`src/hw/rtl/sjis_to_utf8_stream_assert.svh`:
```
// Assertion macros shared by the converter's modules.
// Each macro expects signals named clock and reset in the module that uses it.
`ifndef SJIS_TO_UTF8_STREAM_ASSERT_SVH
`define SJIS_TO_UTF8_STREAM_ASSERT_SVH
`ifndef NO_ASSERTIONS
// Same-cycle implication
`define S2U_ASSERT_NOW(lbl, ante, cons, msg) \
   lbl: assert property (@(posedge clock) disable iff (reset) (ante) |-> (cons)) \
      else $error(msg);
// Next-cycle implication
`define S2U_ASSERT_NEXT(lbl, ante, cons, msg) \
   lbl: assert property (@(posedge clock) disable iff (reset) (ante) |=> (cons)) \
      else $error(msg);
`else
`define S2U_ASSERT_NOW(lbl, ante, cons, msg)
`define S2U_ASSERT_NEXT(lbl, ante, cons, msg)
`endif
`endif

```
`src/hw/rtl/s2u_pkg.sv`:
```
`default_nettype none

package s2u_pkg;

   // Table geometry defaults
   localparam int TableEntries  = 65536;
   localparam int CodePointBits = 21;

   // Field widths
   localparam int DataBits    = 8;
   localparam int IndexBits   = 16;
   localparam int ValueBits   = 21;
   localparam int StatusBits  = 2;
   localparam int ReqDataBits = 48;

   // Request kinds carried in req_tuser
   localparam logic REQ_CONVERT = 1'b0;
   localparam logic REQ_WRITE   = 1'b1;

   // Result status codes carried in rsp_tuser
   localparam logic [StatusBits-1:0] ST_OK    = 2'd0;
   localparam logic [StatusBits-1:0] ST_TRUNC = 2'd1;
   localparam logic [StatusBits-1:0] ST_RANGE = 2'd2;

   // SJIS byte classes
   localparam logic [DataBits-1:0] LeadLoA   = 8'h81;
   localparam logic [DataBits-1:0] LeadHiA   = 8'h9f;
   localparam logic [DataBits-1:0] LeadLoB   = 8'he0;
   localparam logic [DataBits-1:0] LeadHiB   = 8'hef;
   localparam logic [DataBits-1:0] CtrlLimit = 8'h20;
   localparam logic [DataBits-1:0] DelByte   = 8'h7f;

   // UTF-8 encoding limits and prefixes
   localparam logic [ValueBits-1:0] Max1Byte     = 21'h00007f;
   localparam logic [ValueBits-1:0] Max2Byte     = 21'h0007ff;
   localparam logic [ValueBits-1:0] Max3Byte     = 21'h00ffff;
   localparam logic [ValueBits-1:0] MaxCodePoint = 21'h10ffff;
   localparam logic [DataBits-1:0]  Pfx2Byte     = 8'hc0;
   localparam logic [DataBits-1:0]  Pfx3Byte     = 8'he0;
   localparam logic [DataBits-1:0]  Pfx4Byte     = 8'hf0;
   localparam logic [DataBits-1:0]  PfxCont      = 8'h80;

   // What the word in the lookup stage turns into
   typedef enum logic [1:0] {
      KIND_LOOKUP,
      KIND_LITERAL,
      KIND_TRUNC
   } kind_type;

   // Lookup stage handed from front end to encoder
   typedef struct packed {
      logic                valid;
      kind_type            kind;
      logic [DataBits-1:0] literal;
   } stage_type;

endpackage

`default_nettype wire

```
`src/hw/rtl/s2u_front.sv`:
```
`default_nettype none

module s2u_front #(
   parameter int ADDR_BITS = 16,
   parameter int CP_BITS   = 21
) (
   input  wire logic                          clock,
   input  wire logic                          reset,
   input  wire logic                          req_tvalid,
   output logic                               req_tready,
   input  wire logic [s2u_pkg::ReqDataBits-1:0] req_tdata,
   input  wire logic                          req_tlast,
   input  wire logic                          req_tuser,
   output s2u_pkg::stage_type                 stage,
   input  wire logic                          stage_take,
   output logic                               ram_we,
   output logic      [ADDR_BITS-1:0]          ram_waddr,
   output logic      [CP_BITS-1:0]            ram_wdata,
   output logic                               ram_re,
   output logic      [ADDR_BITS-1:0]          ram_raddr
);

   import s2u_pkg::*;

   `include "sjis_to_utf8_stream_assert.svh"

   logic [DataBits-1:0]  data_byte;
   logic [IndexBits-1:0] table_index;
   logic [ValueBits-1:0] table_value;
   logic                 accept;
   logic                 convert;
   logic                 is_lead;
   logic                 is_ctrl;
   logic [IndexBits-1:0] look_index;

   stage_type            stage_ff, stage_in;
   logic                 pend_ff, pend_in;
   logic [DataBits-1:0]  held_ff, held_in;

   // Unpack the request word
   assign data_byte   = req_tdata[DataBits-1:0];
   assign table_index = req_tdata[DataBits+IndexBits-1:DataBits];
   assign table_value = req_tdata[DataBits+IndexBits+ValueBits-1:DataBits+IndexBits];

   // Take a word whenever the lookup stage is free or moving on
   assign req_tready = !stage_ff.valid || stage_take;
   assign accept     = req_tvalid && req_tready;
   assign convert    = accept && (req_tuser == REQ_CONVERT);

   // Classify the byte
   assign is_lead = ((data_byte >= LeadLoA) && (data_byte <= LeadHiA)) ||
                    ((data_byte >= LeadLoB) && (data_byte <= LeadHiB));
   assign is_ctrl = (data_byte < CtrlLimit) || (data_byte == DelByte);

   // Join a held lead with its trail, else index by the byte alone
   assign look_index = pend_ff ? {held_ff, data_byte} : {{DataBits{1'b0}}, data_byte};

   // Table writes
   assign ram_we    = accept && (req_tuser == REQ_WRITE);
   assign ram_waddr = table_index[ADDR_BITS-1:0];
   assign ram_wdata = table_value[CP_BITS-1:0];
   assign ram_raddr = look_index[ADDR_BITS-1:0];

   // Decide the fate of a convert word
   always_comb begin
      stage_in = stage_ff;
      pend_in  = pend_ff;
      held_in  = held_ff;
      ram_re   = 1'b0;
      if (stage_take) begin
         stage_in.valid = 1'b0;
      end
      if (convert) begin
         if (pend_ff) begin
            ram_re         = 1'b1;
            stage_in.valid = 1'b1;
            stage_in.kind  = KIND_LOOKUP;
            pend_in        = 1'b0;
            held_in        = '0;
         end else if (is_lead && req_tlast) begin
            stage_in.valid = 1'b1;
            stage_in.kind  = KIND_TRUNC;
         end else if (is_lead) begin
            pend_in = 1'b1;
            held_in = data_byte;
         end else if (is_ctrl) begin
            stage_in.valid   = 1'b1;
            stage_in.kind    = KIND_LITERAL;
            stage_in.literal = data_byte;
         end else begin
            ram_re         = 1'b1;
            stage_in.valid = 1'b1;
            stage_in.kind  = KIND_LOOKUP;
         end
      end
   end

   // Lead state and lookup stage
   always_ff @(posedge clock) begin
      if (reset) begin
         stage_ff.valid <= 1'b0;
         pend_ff        <= 1'b0;
         held_ff        <= '0;
      end else begin
         stage_ff.valid <= stage_in.valid;
         pend_ff        <= pend_in;
         held_ff        <= held_in;
      end
      stage_ff.kind    <= stage_in.kind;
      stage_ff.literal <= stage_in.literal;
   end

   assign stage = stage_ff;

   // A waiting lookup must not lose its word or be overwritten by a new read
   `S2U_ASSERT_NEXT(a_stage_holds, stage_ff.valid && !stage_take, stage_ff.valid && $stable(stage_ff.kind), "lookup stage dropped a waiting word")
   `S2U_ASSERT_NOW(a_no_read_while_held, stage_ff.valid && !stage_take, !ram_re, "table read issued over a held lookup")

endmodule

`default_nettype wire

```
`config.mk`:
```
export PLATFORM = sky130hd
export DESIGN_NAME = s2u_front
export DESIGN_NICKNAME = d
export VERILOG_FILES = /design/src/hw/rtl/s2u_pkg.sv /design/src/hw/rtl/s2u_front.sv
export VERILOG_INCLUDE_DIRS = /design/src /design/src/hw/rtl
export SDC_FILE = /design/constraint.sdc
export NUM_CORES = 1
export LEC_CHECK = 0
export BUFFER_PORTS_ARGS = -buffer_cell sky130_fd_sc_hd__buf_4
export CAP_MARGIN = 20
export CORE_ASPECT_RATIO = 1.75
export CORE_UTILIZATION = 38
export DETAILED_ROUTE_END_ITERATION = 8
export PLACE_DENSITY = 0.92
export SLEW_MARGIN = 20
export SYNTH_ARGS = -nofsm -noshare
export SYNTH_HDL_FRONTEND = slang
export SYNTH_SLANG_ARGS = --single-unit
export TNS_END_PERCENT = 100
```
`constraint.sdc`:
```
create_clock -name clock -period 2.1 [get_ports clock]
set_input_delay 0.42 -clock clock [delete_from_list [all_inputs] [get_ports clock]]
set_output_delay 0.42 -clock clock [all_outputs]
set_load 0.01 [all_outputs]
```
==> impl_results.html <==
<table>
<tr><th>Metric</th><th>Value</th></tr>
<tr><th colspan="2">Finish</th></tr>
<tr><td>Non-filler cells, final</td><td>192</td></tr>
<tr><td>Antenna Cells</td><td>0</td></tr>
<tr><td>Area growth, synth to finish</td><td>7.06%</td></tr>
<tr><td>Number of fill cells in the layout</td><td>352</td></tr>
<tr><td>Nets</td><td>202</td></tr>
<tr><td>Share of final-layout standard cells stronger than drive strength 1</td><td>42.2%</td></tr>
<tr><td>Utilization after layout</td><td>43.7%</td></tr>
<tr><th colspan="2">Routing</th></tr>
<tr><td>Count of antenna-violating nets left after detailed routing</td><td>0</td></tr>
<tr><td>Number of design rule violations left after detail routing</td><td>0</td></tr>
<tr><td>DR WL/cell</td><td>14.5 um</td></tr>
<tr><td>Detailed Route Iter0 Violations</td><td>17</td></tr>
<tr><td>Via count</td><td>1,021</td></tr>
<tr><td>TritonRoute pass-1 iters</td><td>4</td></tr>
<tr><td>Drt total wl</td><td>2.78 mm</td></tr>
<tr><td>Routed vias/inst</td><td>5.32</td></tr>
<tr><th colspan="2">Floorplanning</th></tr>
<tr><td>Number of I/O pins</td><td>121</td></tr>
<tr><td>Die height</td><td>82.3 um</td></tr>
<tr><td>Horizontal die dimension</td><td>47.9 um</td></tr>
<tr><td>Core Region</td><td>0.00343 mm2</td></tr>
<tr><td>Area enclosed by the die boundary</td><td>0.00394 mm2</td></tr>
<tr><td>Effective utilization at floorplan</td><td>40.8%</td></tr>
<tr><td>Placement row count</td><td>28</td></tr>
<tr><th colspan="2">Timing</th></tr>
<tr><td>Largest clock skew in the final design</td><td>10.2 ps</td></tr>
<tr><td>Headroom to the max-slew limit</td><td>54.4%</td></tr>
<tr><td>Setup tns final</td><td>0 ps</td></tr>
<tr><td>RSZ-0062 raised after global routing</td><td>false</td></tr>
<tr><td>Hold Fails Final Rpt</td><td>0</td></tr>
<tr><td>Max Clock Freq</td><td>0.530 GHz</td></tr>
<tr><td>Max-slew violation total from the final report</td><td>0</td></tr>
<tr><td>Worst Setup Slack, final</td><td>215 ps</td></tr>
<tr><td>Worst-margin pin slew</td><td>682 ps</td></tr>
<tr><td>Time the worst path needs with I/O delays and setup</td><td>1890 ps</td></tr>
<tr><td>Final worst-path cycle share</td><td>89.8%</td></tr>
<tr><td>Final setup violating endpoints</td><td>0</td></tr>
<tr><th colspan="2">Logic synthesis</th></tr>
<tr><td>Distinct cells, synth</td><td>35</td></tr>
<tr><td>Share of async-settable or async-resettable flops after synthesis</td><td>0%</td></tr>
<tr><td>Number of nets produced by synthesis</td><td>200</td></tr>
<tr><td>Mapped cell area</td><td>0.00140 mm2</td></tr>
<tr><td>Yosys reg bits</td><td>20</td></tr>
<tr><td>Most used flip-flop cell after synthesis</td><td>sky130_fd_sc_hd__edfxtp_1</td></tr>
<tr><td>Post-Syn Area per Cell</td><td>9.59 um2</td></tr>
<tr><td>EDFF count, synth</td><td>10</td></tr>
<tr><td>Sequential element share of the synthesized area</td><td>35.7%</td></tr>
<tr><td>Post-Synthesis Cells</td><td>146</td></tr>
<tr><td>Yosys warning count</td><td>0</td></tr>
<tr><th colspan="2">Setup path</th></tr>
<tr><td>Setup crit end kind</td><td>output pin</td></tr>
<tr><td>Depth of the worst register-to-register path</td><td>4</td></tr>
<tr><td>Critical path type</td><td>input port to output pin</td></tr>
<tr><td>Worst endpoint required time</td><td>1680 ps</td></tr>
<tr><td>Register-to-register setup slack</td><td>430 ps</td></tr>
<tr><td>Data arrival at the endpoint of the critical path</td><td>1470 ps</td></tr>
<tr><td>Maximum net fanout on the critical path</td><td>8</td></tr>
<tr><td>Crit start category</td><td>input port</td></tr>
<tr><th colspan="2">Worst hold path</th></tr>
<tr><td>Hold WC Path Type</td><td>input port to flip-flop</td></tr>
<tr><td>Cell depth of the worst hold path</td><td>1</td></tr>
<tr><th colspan="2">CTS</th></tr>
<tr><td>Count of hold-fix buffers inserted at cts</td><td>0</td></tr>
<tr><td>Clock Sinks</td><td>20</td></tr>
<tr><td>CTS tree</td><td>done</td></tr>
<tr><td>CTS buffer count</td><td>3</td></tr>
<tr><td>CTS Buffer Depth</td><td>2</td></tr>
<tr><td>Clock latency at the later pin of the worst-skew pair</td><td>260 ps</td></tr>
<tr><td>H-tree depth</td><td>1</td></tr>
<tr><td>Clock transition at the registers of the reported paths</td><td>90 ps</td></tr>
<tr><td>Root buffer cell</td><td>sky130_fd_sc_hd__clkbuf_8</td></tr>
<tr><td>CTS-repair resized insts</td><td>0</td></tr>
<tr><td>Setup bufs post-CTS</td><td>0</td></tr>
<tr><th colspan="2">Placement</th></tr>
<tr><td>Worst slack, placed</td><td>109 ps</td></tr>
<tr><td>Port buffer count</td><td>43</td></tr>
<tr><td>Final GP Congestion</td><td>0.742</td></tr>
<tr><td>Inst Count DP</td><td>188</td></tr>
<tr><td>Final HPWL DP</td><td>2.10 mm</td></tr>
<tr><th colspan="2">Power</th></tr>
<tr><td>Total Power Consumption</td><td>934 uW</td></tr>
<tr><td>Reg power frac</td><td>45.2%</td></tr>
<tr><td>Net switching power</td><td>201 uW</td></tr>
<tr><td>Cell area power density</td><td>623 mW/mm2</td></tr>
<tr><td>Combinational cell fraction of total power</td><td>13.3%</td></tr>
<tr><td>Leakage dissipation</td><td>0.594 nW</td></tr>
<tr><td>Worst vdd ir</td><td>0.429 mV</td></tr>
<tr><td>Sw Share</td><td>21.5%</td></tr>
<tr><td>Int Power</td><td>733 uW</td></tr>
<tr><td>Share of total power in the clock network</td><td>41.4%</td></tr>
<tr><th colspan="2">GRT</th></tr>
<tr><td>Combined global-route utilization of all metal layers</td><td>15.4%</td></tr>
<tr><td>Number of antenna violations at the first check in global routing</td><td>0</td></tr>
<tr><td>Wire length of the first global-routing pass</td><td>4.37 mm</td></tr>
<tr><td>Maximum number of pins on one net before global-route repair</td><td>17</td></tr>
<tr><td>Global-route congestion overflow total</td><td>0</td></tr>
<tr><td>Number of global-route vias before repair</td><td>971</td></tr>
<tr><th colspan="2">Run status</th></tr>
<tr><td>Result of the run</td><td>finished, final reports clean</td></tr>
<tr><th colspan="2">Job</th></tr>
<tr><td>Max-cap viol count</td><td>0</td></tr>
</table>
kinds of logic (layout without fill, tap and decap cells):
logic type / count (synthesis) / count (layout) / share of synthesized area (%)
AO/OA/AOI/OAI: 26 / 26 / 13.9
flip-flops: 20 / 20 / 35.7
buffers and inverters: 56 / 57 / 29.4
AND/OR/NAND/NOR: 44 / 44 / 20.9
cell usage in the layout (no fill, tap or decap), types with 2 or more instances in the layout:
cell type | netlist | final
sky130_fd_sc_hd__buf_4 | 46 | 49
sky130_fd_sc_hd__nor2_1 | 2 | 2
sky130_fd_sc_hd__o311ai_1 | 2 | 2
sky130_fd_sc_hd__o31ai_1 | 5 | 5
sky130_fd_sc_hd__nand4_1 | 8 | 8
sky130_fd_sc_hd__nand3b_1 | 2 | 2
sky130_fd_sc_hd__nand2_1 | 4 | 4
sky130_fd_sc_hd__a31o_1 | 4 | 4
sky130_fd_sc_hd__nor2b_1 | 7 | 7
sky130_fd_sc_hd__dfxtp_1 | 10 | 10
sky130_fd_sc_hd__edfxtp_1 | 10 | 10
sky130_fd_sc_hd__clkbuf_8 | 0 | 3
sky130_fd_sc_hd__and2_1 | 9 | 9
sky130_fd_sc_hd__inv_1 | 4 | 4
sky130_fd_sc_hd__and3_4 | 2 | 2
sky130_fd_sc_hd__and3_1 | 2 | 2
sky130_fd_sc_hd__a21oi_1 | 8 | 8
worst max-delay path: stages:
cell and delay, ps:
sky130_fd_sc_hd__buf_4 150, sky130_fd_sc_hd__nor4_2 310, sky130_fd_sc_hd__nand2_2 90, sky130_fd_sc_hd__a22o_1 210, sky130_fd_sc_hd__a21oi_1 140, sky130_fd_sc_hd__buf_4 140
registers in the layout, summed over array words and instances (netlist names):
register	cells
held_ff	8
pend_ff	1
stage	11
layout make-up:
type	instances	area [um2]	area share, %
inverters	4	15.0	1.00
clock inverters	1	30.0	2.00
multi-input cells	70	488	32.6
well taps	45	56.3	3.76
clock buffers	3	41.3	2.75
flip-flops and latches	20	500	33.4
repair buffers	49	368	24.5
synth_stat cells, types with 2 or more instances:
cell type                   n  share of area [%]
sky130_fd_sc_hd__a21oi_1    8                2.9
sky130_fd_sc_hd__a31o_1     4                2.5
sky130_fd_sc_hd__and2_1     9                4.0
sky130_fd_sc_hd__and3_1     2               0.89
sky130_fd_sc_hd__and3_4     2                1.6
sky130_fd_sc_hd__buf_4     46                 25
sky130_fd_sc_hd__buf_6      3                2.4
sky130_fd_sc_hd__dfxtp_1   10                 14
sky130_fd_sc_hd__edfxtp_1  10                 21
sky130_fd_sc_hd__inv_1      4                1.1
sky130_fd_sc_hd__nand2_1    4                1.1
sky130_fd_sc_hd__nand3b_1   2                1.1
sky130_fd_sc_hd__nand4_1    8                3.6
sky130_fd_sc_hd__nor2_1     2               0.54
sky130_fd_sc_hd__nor2b_1    7                3.1
sky130_fd_sc_hd__o311ai_1   2                1.3
sky130_fd_sc_hd__o31ai_1    5                2.7
path summary, 6_finish.rpt:
kind	start	end
min	req_tdata[7]	stage[7]$_DFFE_PP_
max	req_tdata[6]	ram_re
min reg2reg	held_ff[7]$_SDFFE_PP0P_	held_ff[7]$_SDFFE_PP0P_
max reg2reg	stage[10]$_SDFF_PP0_	stage[0]$_DFFE_PP_
stage by stage:
stage / area (um2) / hold slack, ps
finish: 1500 / 360
global route: 1500 / 358
CTS: 1500 / 359
detailed placement: 1430 / 449
global placement: 1430 / 438
floorplan: 1400 / 432
routing by layer:
layer	wire length (um)	track usage, %	up-vias
met3	195	2.39	31
met4	203	13.3	0
met1	954	15.1	476
met2	1420	26.2	42
met5	0	0	-
li1	-	-	472
power by group through the flow:
stage / combinational (mW) / sequential (mW) / clock, mW
floorplan: 0.141 / 0.434 / 0
global placement: 0.122 / 0.431 / 0
CTS: 0.126 / 0.423 / 0.389
detailed placement: 0.125 / 0.432 / 0
global route: 0.137 / 0.424 / 0.410
finish: 0.124 / 0.423 / 0.387
No activity file was read; power rests on OpenSTA's default activity.
