`src/hw/rtl/sjis_to_utf8_stream_assert.svh`:
```
// Assertion macros shared by the converter's modules.
// Each macro expects signals named clock and reset in the module that uses it.
`ifndef SJIS_TO_UTF8_STREAM_ASSERT_SVH
`define SJIS_TO_UTF8_STREAM_ASSERT_SVH
`ifndef NO_ASSERTIONS
// Same-cycle implication
`define S2U_ASSERT_NOW(lbl, ante, cons, msg) \
   lbl: assert property (@(posedge clock) disable iff (reset) (ante) |-> (cons)) \
      else $error(msg);
// Next-cycle implication
`define S2U_ASSERT_NEXT(lbl, ante, cons, msg) \
   lbl: assert property (@(posedge clock) disable iff (reset) (ante) |=> (cons)) \
      else $error(msg);
`else
`define S2U_ASSERT_NOW(lbl, ante, cons, msg)
`define S2U_ASSERT_NEXT(lbl, ante, cons, msg)
`endif
`endif

```
`src/hw/rtl/s2u_pkg.sv`:
```
`default_nettype none

package s2u_pkg;

   // Table geometry defaults
   localparam int TableEntries  = 65536;
   localparam int CodePointBits = 21;

   // Field widths
   localparam int DataBits    = 8;
   localparam int IndexBits   = 16;
   localparam int ValueBits   = 21;
   localparam int StatusBits  = 2;
   localparam int ReqDataBits = 48;

   // Request kinds carried in req_tuser
   localparam logic REQ_CONVERT = 1'b0;
   localparam logic REQ_WRITE   = 1'b1;

   // Result status codes carried in rsp_tuser
   localparam logic [StatusBits-1:0] ST_OK    = 2'd0;
   localparam logic [StatusBits-1:0] ST_TRUNC = 2'd1;
   localparam logic [StatusBits-1:0] ST_RANGE = 2'd2;

   // SJIS byte classes
   localparam logic [DataBits-1:0] LeadLoA   = 8'h81;
   localparam logic [DataBits-1:0] LeadHiA   = 8'h9f;
   localparam logic [DataBits-1:0] LeadLoB   = 8'he0;
   localparam logic [DataBits-1:0] LeadHiB   = 8'hef;
   localparam logic [DataBits-1:0] CtrlLimit = 8'h20;
   localparam logic [DataBits-1:0] DelByte   = 8'h7f;

   // UTF-8 encoding limits and prefixes
   localparam logic [ValueBits-1:0] Max1Byte     = 21'h00007f;
   localparam logic [ValueBits-1:0] Max2Byte     = 21'h0007ff;
   localparam logic [ValueBits-1:0] Max3Byte     = 21'h00ffff;
   localparam logic [ValueBits-1:0] MaxCodePoint = 21'h10ffff;
   localparam logic [DataBits-1:0]  Pfx2Byte     = 8'hc0;
   localparam logic [DataBits-1:0]  Pfx3Byte     = 8'he0;
   localparam logic [DataBits-1:0]  Pfx4Byte     = 8'hf0;
   localparam logic [DataBits-1:0]  PfxCont      = 8'h80;

   // What the word in the lookup stage turns into
   typedef enum logic [1:0] {
      KIND_LOOKUP,
      KIND_LITERAL,
      KIND_TRUNC
   } kind_type;

   // Lookup stage handed from front end to encoder
   typedef struct packed {
      logic                valid;
      kind_type            kind;
      logic [DataBits-1:0] literal;
   } stage_type;

endpackage

`default_nettype wire

```
`src/hw/rtl/s2u_encode.sv`:
```
`default_nettype none

module s2u_encode #(
   parameter int CP_BITS = 21
) (
   input  wire logic                           clock,
   input  wire logic                           reset,
   input  wire s2u_pkg::stage_type             stage,
   input  wire logic [CP_BITS-1:0]             ram_rdata,
   output logic                                stage_take,
   output logic                                rsp_tvalid,
   input  wire logic                           rsp_tready,
   output logic      [s2u_pkg::DataBits-1:0]   rsp_tdata,
   output logic                                rsp_tlast,
   output logic      [s2u_pkg::StatusBits-1:0] rsp_tuser
);

   import s2u_pkg::*;

   `include "sjis_to_utf8_stream_assert.svh"

   localparam int Slots = 4;

   logic [ValueBits-1:0]  cp;
   logic [DataBits-1:0]   enc_byte [Slots];
   logic [2:0]            enc_cnt;
   logic [StatusBits-1:0] enc_st;
   logic                  rsp_take;

   logic [DataBits-1:0]   byte_ff [Slots];
   logic [DataBits-1:0]   byte_in [Slots];
   logic [2:0]            cnt_ff, cnt_in;
   logic [StatusBits-1:0] st_ff, st_in;

   // Code point from the table or straight from the byte
   assign cp = (stage.kind == KIND_LITERAL) ? ValueBits'(stage.literal) :
                                              ValueBits'(ram_rdata);

   // Encode the code point into up to four bytes, or flag a truncation or range error
   always_comb begin
      for (int i = 0; i < Slots; i++) begin
         enc_byte[i] = '0;
      end
      enc_cnt = 3'd1;
      enc_st  = ST_OK;
      if (stage.kind == KIND_TRUNC) begin
         enc_st = ST_TRUNC;
      end else if (cp <= Max1Byte) begin
         enc_byte[0] = cp[7:0];
      end else if (cp <= Max2Byte) begin
         enc_byte[0] = Pfx2Byte | {3'b000, cp[10:6]};
         enc_byte[1] = PfxCont  | {2'b00, cp[5:0]};
         enc_cnt     = 3'd2;
      end else if (cp <= Max3Byte) begin
         enc_byte[0] = Pfx3Byte | {4'b0000, cp[15:12]};
         enc_byte[1] = PfxCont  | {2'b00, cp[11:6]};
         enc_byte[2] = PfxCont  | {2'b00, cp[5:0]};
         enc_cnt     = 3'd3;
      end else if (cp <= MaxCodePoint) begin
         enc_byte[0] = Pfx4Byte | {5'b00000, cp[20:18]};
         enc_byte[1] = PfxCont  | {2'b00, cp[17:12]};
         enc_byte[2] = PfxCont  | {2'b00, cp[11:6]};
         enc_byte[3] = PfxCont  | {2'b00, cp[5:0]};
         enc_cnt     = 3'd4;
      end else begin
         enc_st = ST_RANGE;
      end
   end

   // Result word is the head of the byte queue
   assign rsp_tvalid = (cnt_ff != 3'd0);
   assign rsp_tdata  = byte_ff[0];
   assign rsp_tlast  = (cnt_ff == 3'd1);
   assign rsp_tuser  = st_ff;
   assign rsp_take   = rsp_tvalid && rsp_tready;

   // Load a new character once the last byte of the previous one leaves
   assign stage_take = stage.valid &&
                       ((cnt_ff == 3'd0) || ((cnt_ff == 3'd1) && rsp_tready));

   // Load or advance the byte queue
   always_comb begin
      byte_in = byte_ff;
      cnt_in  = cnt_ff;
      st_in   = st_ff;
      if (stage_take) begin
         byte_in = enc_byte;
         cnt_in  = enc_cnt;
         st_in   = enc_st;
      end else if (rsp_take) begin
         for (int i = 0; i < Slots - 1; i++) begin
            byte_in[i] = byte_ff[i+1];
         end
         byte_in[Slots-1] = '0;
         cnt_in           = cnt_ff - 3'd1;
      end
   end

   always_ff @(posedge clock) begin
      if (reset) begin
         cnt_ff <= '0;
      end else begin
         cnt_ff <= cnt_in;
      end
      byte_ff <= byte_in;
      st_ff   <= st_in;
   end

   // Error words stand alone and carry a zero byte
   `S2U_ASSERT_NOW(a_err_alone, rsp_tvalid && rsp_tuser != ST_OK, rsp_tlast && rsp_tdata == 8'h00, "error word not a lone zero byte")
   // A multi-byte character drains without a gap
   `S2U_ASSERT_NEXT(a_char_contiguous, rsp_take && !rsp_tlast, rsp_tvalid && rsp_tuser == ST_OK, "gap inside a character")
   // Queue never holds more than one character
   `S2U_ASSERT_NOW(a_cnt_bound, 1'b1, cnt_ff <= 3'd4, "byte queue overfilled")

endmodule

`default_nettype wire

```
`config.mk`:
```
export PLATFORM = sky130hd
export DESIGN_NAME = s2u_encode
export DESIGN_NICKNAME = d
export VERILOG_FILES = /design/src/hw/rtl/s2u_pkg.sv /design/src/hw/rtl/s2u_encode.sv
export VERILOG_INCLUDE_DIRS = /design/src /design/src/hw/rtl
export SDC_FILE = /design/constraint.sdc
export NUM_CORES = 1
export LEC_CHECK = 0
export BUFFER_PORTS_ARGS = -buffer_cell sky130_fd_sc_hd__buf_2
export CORE_MARGIN = 2
export CORE_UTILIZATION = 45
export CTS_CLUSTER_SIZE = 10
export DETAILED_ROUTE_END_ITERATION = 12
export GPL_ROUTABILITY_DRIVEN = 0
export GPL_TIMING_DRIVEN = 0
export PLACE_DENSITY = 0.68
export REMOVE_ABC_BUFFERS = 1
export SETUP_SLACK_MARGIN = 0.3
export SYNTH_ARGS = -nofsm -noshare
export SYNTH_HDL_FRONTEND = slang
export SYNTH_SLANG_ARGS = --single-unit
export TNS_END_PERCENT = 30
```
`constraint.sdc`:
```
create_clock -name clock -period 2.8 [get_ports clock]
set_clock_uncertainty 0.05 [all_clocks]
set_input_delay 0.56 -clock clock [delete_from_list [all_inputs] [get_ports clock]]
set_output_delay 0.56 -clock clock [all_outputs]
set_load 0.01 [all_outputs]
```
==> results of run 1 <==
==> cell usage after synthesis, types with 2 or more instances <==
cell type | instances | area share
clkbuf_1 | 3 | 0.0051
o21ai_0 | 14 | 0.032
a21o_1 | 2 | 0.0068
a311oi_1 | 3 | 0.012
inv_1 | 7 | 0.012
a211oi_1 | 3 | 0.010
nor3_1 | 6 | 0.014
a21oi_1 | 13 | 0.030
dfxtp_1 | 3 | 0.027
nand2_1 | 22 | 0.037
o221ai_1 | 4 | 0.016
or4_1 | 2 | 0.0068
o31ai_1 | 5 | 0.017
nand3_1 | 3 | 0.0068
buf_2 | 3 | 0.0068
nand4_1 | 2 | 0.0057
a221oi_1 | 2 | 0.0080
mux2i_1 | 9 | 0.041
nand2b_1 | 3 | 0.0085
nor4_1 | 2 | 0.0057
edfxtp_1 | 31 | 0.42
nor2_1 | 17 | 0.029
buf_6 | 2 | 0.010
ha_1 | 3 | 0.017
nor3b_1 | 2 | 0.0068
a22o_1 | 6 | 0.024
buf_4 | 8 | 0.027
==> metal layers <==
metal | track usage | wire [um] | vias up | share of wire
met5 | 0 | 0 | - | 0
met3 | 0.0528 | 440 | 13 | 0.079
li1 | - | - | 907 | -
met1 | 0.296 | 2490 | 891 | 0.45
met4 | 0.0929 | 131 | 0 | 0.023
met2 | 0.297 | 2530 | 95 | 0.45
==> kinds of logic after synthesis <==
group	after synthesis	share of synthesized area
flip-flops	34	0.450
multiplexers	10	0.0460
XOR/XNOR	1	0.00398
AO/OA/AOI/OAI	70	0.231
AND/OR/NAND/NOR	70	0.183
adder cells (fa/ha/maj)	3	0.0170
buffers and inverters	26	0.0687
==> power groups by stage <==
| stage | registers (W) | clock network (W) | logic (W) |
|---|---|---|---|
| finish | 0.000978 | 0.000342 | 0.000889 |
| global route | 0.000999 | 0.000368 | 0.000993 |
| CTS | 0.000975 | 0.000346 | 0.000867 |
| detailed placement | 0.000984 | 0 | 0.000855 |
| global placement | 0.000975 | 0 | 0.000844 |
| floorplan | 0.00101 | 0 | 0.000542 |
==> worst paths after layout <==
kind | startpoint | endpoint | slack, ps | cells past startpoint
max | cnt_ff[0]$_SDFFE_PP0P_ | stage_take | 350 | 6
min | reset | cnt_ff[2]$_SDFFE_PP0P_ | 420 | 2
max reg2reg | cnt_ff[0]$_SDFFE_PP0P_ | cnt_ff[2]$_SDFFE_PP0P_ | 410 | 8
min reg2reg | byte_ff[15]$_DFFE_PP_ | byte_ff[23]$_DFFE_PP_ | 480 | 2
==> worst reg2reg max path, delay by kind of cell, from the launching register on <==
kind | cells | cell delay, ps
and+or+nand+nor | 2 | 1030
AOI/OAI and AO/OA | 3 | 370
DFF | 1 | 330
buffers and inverters | 2 | 300
adders and majority gates | 1 | 240
==> sequential cells by signal, summed over array words and instances (netlist names) <==
name,flops
rsp_tuser,2
rsp_tdata,8
cnt_ff,3
byte_ff,21
==> placed cells by master (no fill, tap or decap), types with 4 or more instances in the layout <==
cell / n
a21oi_1: 13
a22o_1: 6
buf_2: 47
clkbuf_8: 5
edfxtp_1: 31
inv_1: 7
mux2i_1: 9
nand2_1: 22
nor2_1: 17
nor3_1: 6
o21ai_0: 14
o221ai_1: 4
o31ai_1: 5
==> final cells by class <==
class | instances | area (sq um) | area share
Tap cell | 67 | 83.8 | 0.0331
Clock inverter | 2 | 8.76 | 0.00346
Multi-Input combinational cell | 155 | 1100 | 0.433
Inverter | 9 | 38.8 | 0.0153
Sequential cell | 34 | 991 | 0.391
Clock buffer | 6 | 72.6 | 0.0286
Timing Repair Buffer | 48 | 243 | 0.0958
==> per-stage QoR <==
stage | hold WS, ps | total power (W) | util | setup WS [ps] | std cells
after CTS | 414 | 0.00219 | 0.533 | 303 | 320
after detailed placement | 440 | 0.00184 | 0.513 | -226 | 312
after floorplan | 419 | 0.00155 | - | -55.5 | 197
final | 419 | 0.00221 | 0.536 | 354 | 321
after global routing | 405 | 0.00236 | 0.536 | 239 | 321
after global placement | 434 | 0.00182 | 0.510 | -769 | 311
==> what timing repair did <==
| item | 4_1_cts | 5_1_grt |
|---|---|---|
| gates resized for setup | 4 | 2 |
| endpoints found under the setup margin | 9 | 10 |
| hold buffers | 0 | 0 |
| pin swaps | 0 | 1 |
| cloned | 0 | 1 |
| hold endpoints to repair | 0 | 0 |
==> impl_metrics.toml, run 1 <==
[die]
die_x_um = 74.0
die_h_um = 74.0
placementRows = 25
ios = 48
die_area_sq_mm = 0.00547
core_sq_mm = 0.00472
start_util = 0.466

[drt]
drt_iter0_drc = 148
num_vias = 1906
antenna_left = 0
finalWirelength_mm = 5.59
remaining_drc_errors = 0
wl_per_cell_um = 17.4
firstDrtPassIters = 4
via_per_inst = 5.94

[logic_synthesis]
synth_top_flop_cell = "edfxtp_1"
async_reset_ff_frac = 0
syn_avg_cell_area_sq_um = 10.3
synth-seq-cells = 34
syn_area_sq_mm = 0.00220
yosysWarnings = 0
synth-edff-count = 31
yosysUniqueCellTypes = 61
ys_seq_area_frac = 0.450
synthCells = 214

[power]
p_leak_nw = 1.03
p_per_area_mw_per_mm2 = 872
pwr-share-clk = 0.155
intPower_w = 0.00140
p_seq_frac = 0.443
power_switching_w = 0.000804
switching_share = 0.364
peakVddDrop_mv = 0.403
pwr-share-comb = 0.402

[run_status]
status = "completed"

[flow_run]
cap_violations = 0

[grt]
grt_usage = 0.207
antenna_found_initial = 0
grt_max_degree = 33
grt_pass1_wl_mm = 8.38
grt-ovfl-total = 0
grt_pass1_vias = 1656

[placement]
io_buffers = 47
dpl.hpwl_mm = 3.94
post_dp_cell_area_sq_mm = 0.00242

[worst_setup_path]
worstPathArrival_ps = 1840
critPathBufInv = 3
path_cells = "inv_1 > ha_1 > a21oi_2 > or3b_4 > inv_6 > buf_2"
cp-start-kind = "flop"
worstSetupEndpointType = "primary output"
max_stage_delay_ps = 520
critPathMaxFanout = 12
worstSetupPathType = "reg -> out"
critPathSlowestCell = "or3b_4"
required_ps = 2190
path_delay_family = "simple AND/OR/NAND/NOR gates"

[clock_tree]
cts_tree = "built"
cts-root-buf = "clkbuf_8"
h-tree-depth = 2
clkTransAtPathRegs_ps = 70
clock_latency_ps = 280
cts_setup_buffers = 0
cts_num_sinks = 34
cts_made_buffers = 5
cts_max_path_buffers = 2

[sta]
max_slew_margin = 0.514
rsz0062_at_grt = "yes"
report.final.slew_viol_count = 0
setup-tns-final_ps = 0
hold_viol = 0
clock.fmax_ghz = 0.409
finalSetupViolations = 0
tightest_slew_ps = 729
period_minus_slack_ps = 2450
finalCritPeriodShare = 0.874

[final_layout]
areaGrowthSynthToFinish_pct = 15.0
layout.nets = 291
drive_gt1_frac = 0.291
num-fill-cells = 433
fin_area_sq_mm = 0.00253
n_antenna_cell = 0

[min_path]
hold_class = "in -> reg"
No activity file was read; power rests on OpenSTA's default activity.
==> run 2, diff against run 1 <==
--- a/config.mk
+++ b/config.mk
@@ -6,14 +6,13 @@
 export SDC_FILE = /design/constraint.sdc
 export NUM_CORES = 1
 export LEC_CHECK = 0
-export BUFFER_PORTS_ARGS = -buffer_cell sky130_fd_sc_hd__buf_2
 export CORE_MARGIN = 2
 export CORE_UTILIZATION = 45
 export CTS_CLUSTER_SIZE = 10
 export DETAILED_ROUTE_END_ITERATION = 12
+export DONT_BUFFER_PORTS = 1
 export GPL_ROUTABILITY_DRIVEN = 0
 export GPL_TIMING_DRIVEN = 0
-export PLACE_DENSITY = 0.68
 export REMOVE_ABC_BUFFERS = 1
 export SETUP_SLACK_MARGIN = 0.3
 export SYNTH_ARGS = -nofsm -noshare
==> impl_metrics.toml, run 2 (same netlist as run 1, synthesis figures left out) <==
[run_status]
status = "completed"

[die]
die_area_sq_mm = 0.00547
die_x_um = 74.0
die_h_um = 74.0
start_util = 0.466
core_sq_mm = 0.00472
ios = 48
placementRows = 25

[final_layout]
final_cell_mix = "edfxtp_1, nand2_1, nor2_1, o21ai_0, a21oi_1"
drive_gt1_frac = 0.117
num-fill-cells = 442
layout.nets = 243
final_common_cell = "edfxtp_1"
layoutNonFillerInstCount = 273
top_register = "byte_ff"
areaGrowthSynthToFinish_pct = 5.62
largest_reg_flops = 21
fin_area_sq_mm = 0.00233
n_antenna_cell = 0

[clock_tree]
clkTransAtPathRegs_ps = 70
holdBufCountCts = 0
cts_made_buffers = 5
clock_latency_ps = 290
cts-root-buf = "clkbuf_8"
cts_setup_buffers = 0
cts_max_path_buffers = 2
cts_tree = "built"
cts_num_sinks = 34
h-tree-depth = 2

[sta]
rsz0062_at_grt = "yes"
hold_viol = 0
layout_setup_ws_ps = 431
finalCritPeriodShare = 0.846
finalSetupViolations = 0
max_slew_margin = 0.387
tightest_slew_ps = 920
period_minus_slack_ps = 2370
report.final.slew_viol_count = 0
clock.fmax_ghz = 0.422
setup-tns-final_ps = 0

[worst_setup_path]
cp-start-kind = "flop"
worstSetupPathType = "reg -> reg"
path_cells = "inv_1 > ha_1 > a21oi_2 > or3b_4 > inv_6 > nand2_4 > or4_1 > o311ai_1"
path_delay_family = "simple AND/OR/NAND/NOR gates"
critPathBufInv = 2
worstPathArrival_ps = 2420
critPathSlowestCell = "or3b_4"
max_stage_delay_ps = 530
critPathMaxFanout = 23
required_ps = 2860
worstSetupEndpointType = "flop"

[grt]
grt_pass1_vias = 1703
antenna_found_initial = 0
grt_pass1_wl_mm = 8.69
grt_usage = 0.212
grt-ovfl-total = 0
grt_max_degree = 33

[power]
peakVddDrop_mv = 0.338
p_leak_nw = 0.862
p_per_area_mw_per_mm2 = 974

[drt]
remaining_drc_errors = 0
via_per_inst = 6.41
finalWirelength_mm = 5.44
firstDrtPassIters = 4
antenna_left = 0
drt_iter0_drc = 144
wl_per_cell_um = 19.9
num_vias = 1751

[placement]
io_buffers = 0
pre_cts_slack_ps = 55.1
dpl.cell_count = 265
post_dp_cell_area_sq_mm = 0.00219
dpl.hpwl_mm = 3.90

[min_path]
hold_class = "in -> reg"

[flow_run]
cap_violations = 0
-- run 2: cell count changes in the layout (fill, tap and decap cells not counted), sizes merged --
cell    change
or3b        -1
clkinv      -1
buf        -47
bufinv      +2
clkbuf      -1
-- run 2: metrics by stage --
| stage | hold WS [ps] | utilization | power [W] |
|---|---|---|---|
| after detailed placement | 436 | 0.463 | 0.00173 |
| after CTS | 282 | 0.492 | 0.00227 |
| final | 287 | 0.493 | 0.00227 |
| after floorplan | 419 | - | 0.00155 |
| after global placement | 434 | 0.460 | 0.00170 |
| after global routing | 286 | 0.493 | 0.00240 |
-- run 2: timing repair --
| action | in CTS | in global routing |
|---|---|---|
| gates cloned | 0 | 0 |
| endpoints found under the setup margin | 2 | 7 |
| gates resized for setup | 2 | 1 |
-- run 2: where the power goes --
part           internal [W]  switching (W)
logic              0.000253       0.000452
clock network      0.000352       0.000186
registers          0.000904       0.000120
-- run 2: worst paths after layout --
| kind | from | endpoint | slack, ps | depth (start not counted) |
|---|---|---|---|---|
| worst max-delay path | cnt_ff[0]$_SDFFE_PP0P_ | rsp_tdata[0]$_DFFE_PP_ | 430 | 8 |
| worst min register to register | cnt_ff[1]$_SDFFE_PP0P_ | cnt_ff[1]$_SDFFE_PP0P_ | 450 | 2 |
| worst min-delay path | reset | cnt_ff[2]$_SDFFE_PP0P_ | 290 | 1 |
| worst max register to register | cnt_ff[0]$_SDFFE_PP0P_ | rsp_tdata[0]$_DFFE_PP_ | 430 | 8 |
-- run 2: final cells by class --
class | count | area [sq um] | share of cell area
Sequential cell | 34 | 991 | 0.426
Tap cell | 67 | 83.8 | 0.0360
Clock buffer | 5 | 68.8 | 0.0296
Inverter | 9 | 38.8 | 0.0167
Clock inverter | 3 | 63.8 | 0.0274
Timing Repair Buffer | 1 | 7.51 | 0.00323
Multi-Input combinational cell | 154 | 1070 | 0.461
-- run 2: routing by layer --
metal	track usage	vias up	share of wire
li1	-	802	-
met1	0.307	851	0.44
met2	0.313	90	0.45
met3	0.0393	8	0.091
met4	0.0909	0	0.014
met5	0	-	0
==> run 3, diff against run 2 <==
==> constraint.sdc (replaced) <==
create_clock -name clock -period 2.5 [get_ports clock]
set_clock_uncertainty 0.05 [all_clocks]
set_input_delay 0.5 -clock clock [delete_from_list [all_inputs] [get_ports clock]]
set_output_delay 0.5 -clock clock [all_outputs]
set_load 0.01 [all_outputs]
==> impl_metrics.toml, run 3 (same netlist as run 1, synthesis figures left out) <==
[run_status]
status = "completed"

[clock_tree]
h-tree-depth = 2
cts_tree = "built"
cts_num_sinks = 34
cts_made_buffers = 5
holdBufCountCts = 0
clkTransAtPathRegs_ps = 70
clock_latency_ps = 290
cts-root-buf = "clkbuf_8"
cts_max_path_buffers = 2

[worst_setup_path]
worstSetupEndpointType = "flop"
cp_num_cells = 8
path_cells = "inv_1 > ha_2 > a21oi_2 > or3b_4 > inv_8 > nand2_4 > or4_1 > o311ai_1"
reg2reg_depth = 8
cp-start-kind = "flop"
critPathSlowestCell = "or4_1"
worstPathArrival_ps = 2230
required_ps = 2550
max_stage_delay_ps = 510
critPathBufInv = 2
rr_startpoint = "cnt_ff[1]$_SDFFE_PP0P_"
critPathMaxFanout = 9
cp-startpoint = "cnt_ff[1]$_SDFFE_PP0P_"
crit_path_end = "rsp_tdata[0]$_DFFE_PP_"
r2r_end = "rsp_tdata[0]$_DFFE_PP_"
worstSetupPathType = "reg -> reg"
path_delay_family = "simple AND/OR/NAND/NOR gates"
regToRegSetupSlack_ps = 330

[power]
total_power_w = 0.00262
intPower_w = 0.00174
p_per_area_mw_per_mm2 = 1100
p_seq_frac = 0.440
power_switching_w = 0.000883
peakVddDrop_mv = 0.384
pwr-share-clk = 0.229
p_leak_nw = 0.891
switching_share = 0.337
pwr-share-comb = 0.331

[sta]
max_slew_margin = 0.492
hold_viol = 0
finalCritPeriodShare = 0.870
clock.fmax_ghz = 0.460
period_minus_slack_ps = 2170
setup-tns-final_ps = 0
hold_ws_ps = 227
report.final.slew_viol_count = 0
tightest_slew_ps = 762
rsz0062_at_grt = "yes"
finalSetupViolations = 0

[die]
core_sq_mm = 0.00472
die_x_um = 74.0
placementRows = 25
die_area_sq_mm = 0.00547
die_h_um = 74.0
start_util = 0.466
ios = 48

[final_layout]
layoutNonFillerInstCount = 279
final_cell_mix = "edfxtp_1, nand2_1, nor2_1, o21ai_0, a21oi_1"
n_antenna_cell = 0
top_register = "byte_ff"
drive_gt1_frac = 0.170
layout.nets = 249
largest_reg_flops = 21
areaGrowthSynthToFinish_pct = 8.69
final_common_cell = "edfxtp_1"

[grt]
antenna_found_initial = 0
grt_max_degree = 33
grt_pass1_wl_mm = 9.08
grt_usage = 0.224
grt_pass1_vias = 1724
grt-ovfl-total = 0

[drt]
remaining_drc_errors = 0
drt_iter0_drc = 183
via_per_inst = 6.48
antenna_left = 0
wl_per_cell_um = 20.3
firstDrtPassIters = 5
finalWirelength_mm = 5.66
num_vias = 1809

[placement]
dpl.hpwl_mm = 3.90
dpl.cell_count = 265
io_buffers = 0

[flow_run]
cap_violations = 0

[min_path]
hold_class = "in -> reg"
min_path_cells = 1
-- run 3: how the worst min path moves through the flow --
stage                                start                      to  slack, ps
floorplan           cnt_ff[1]$_SDFFE_PP0P_  cnt_ff[1]$_SDFFE_PP0P_        420
global placement    cnt_ff[1]$_SDFFE_PP0P_  cnt_ff[1]$_SDFFE_PP0P_        430
detailed placement  cnt_ff[1]$_SDFFE_PP0P_  cnt_ff[1]$_SDFFE_PP0P_        440
CTS                                  reset  cnt_ff[2]$_SDFFE_PP0P_        220
global route                         reset  cnt_ff[2]$_SDFFE_PP0P_        230
finish                               reset  cnt_ff[2]$_SDFFE_PP0P_        230
-- run 3: timing repair --
action,4_1_cts,5_1_grt
gates resized for setup,4,6
cloned,1,0
pin swaps,2,1
setup buffers,5,0
endpoints found under the setup margin,19,14
-- run 3: routing by layer --
layer / GRT usage / up-vias / routed length, um
met5: 0 / - / 0
met4: 0.0929 / 0 / 95
met3: 0.0420 / 10 / 636
met2: 0.329 / 127 / 2550
met1: 0.325 / 854 / 2370
li1: - / 818 / -
-- run 3: per-stage QoR --
| stage | setup slack, ps | cell area (sq um) | util |
|---|---|---|---|
| after floorplan | -296 | 2090 | - |
| after global placement | -835 | 2170 | 0.460 |
| after detailed placement | -196 | 2190 | 0.463 |
| after CTS | 249 | 2380 | 0.503 |
| after global routing | 240 | 2390 | 0.507 |
| final | 326 | 2390 | 0.507 |
-- run 3: area by class of cell --
type                            count  area [sq um]
Inverter                            9          41.3
Multi-Input combinational cell    155          1100
Timing Repair Buffer                6          45.0
Sequential cell                    34           991
Clock inverter                      3          63.8
Fill cell                         436          2330
Tap cell                           67          83.8
Clock buffer                        5          68.8
-- run 3: power by group through the flow --
| stage | logic, W | registers (W) | clock network, W |
|---|---|---|---|
| after floorplan | 0.000608 | 0.00113 | 0 |
| after global routing | 0.000973 | 0.00118 | 0.000625 |
| after detailed placement | 0.000776 | 0.00116 | 0 |
| after CTS | 0.000854 | 0.00116 | 0.000606 |
| after global placement | 0.000758 | 0.00115 | 0 |
| final | 0.000867 | 0.00115 | 0.000601 |
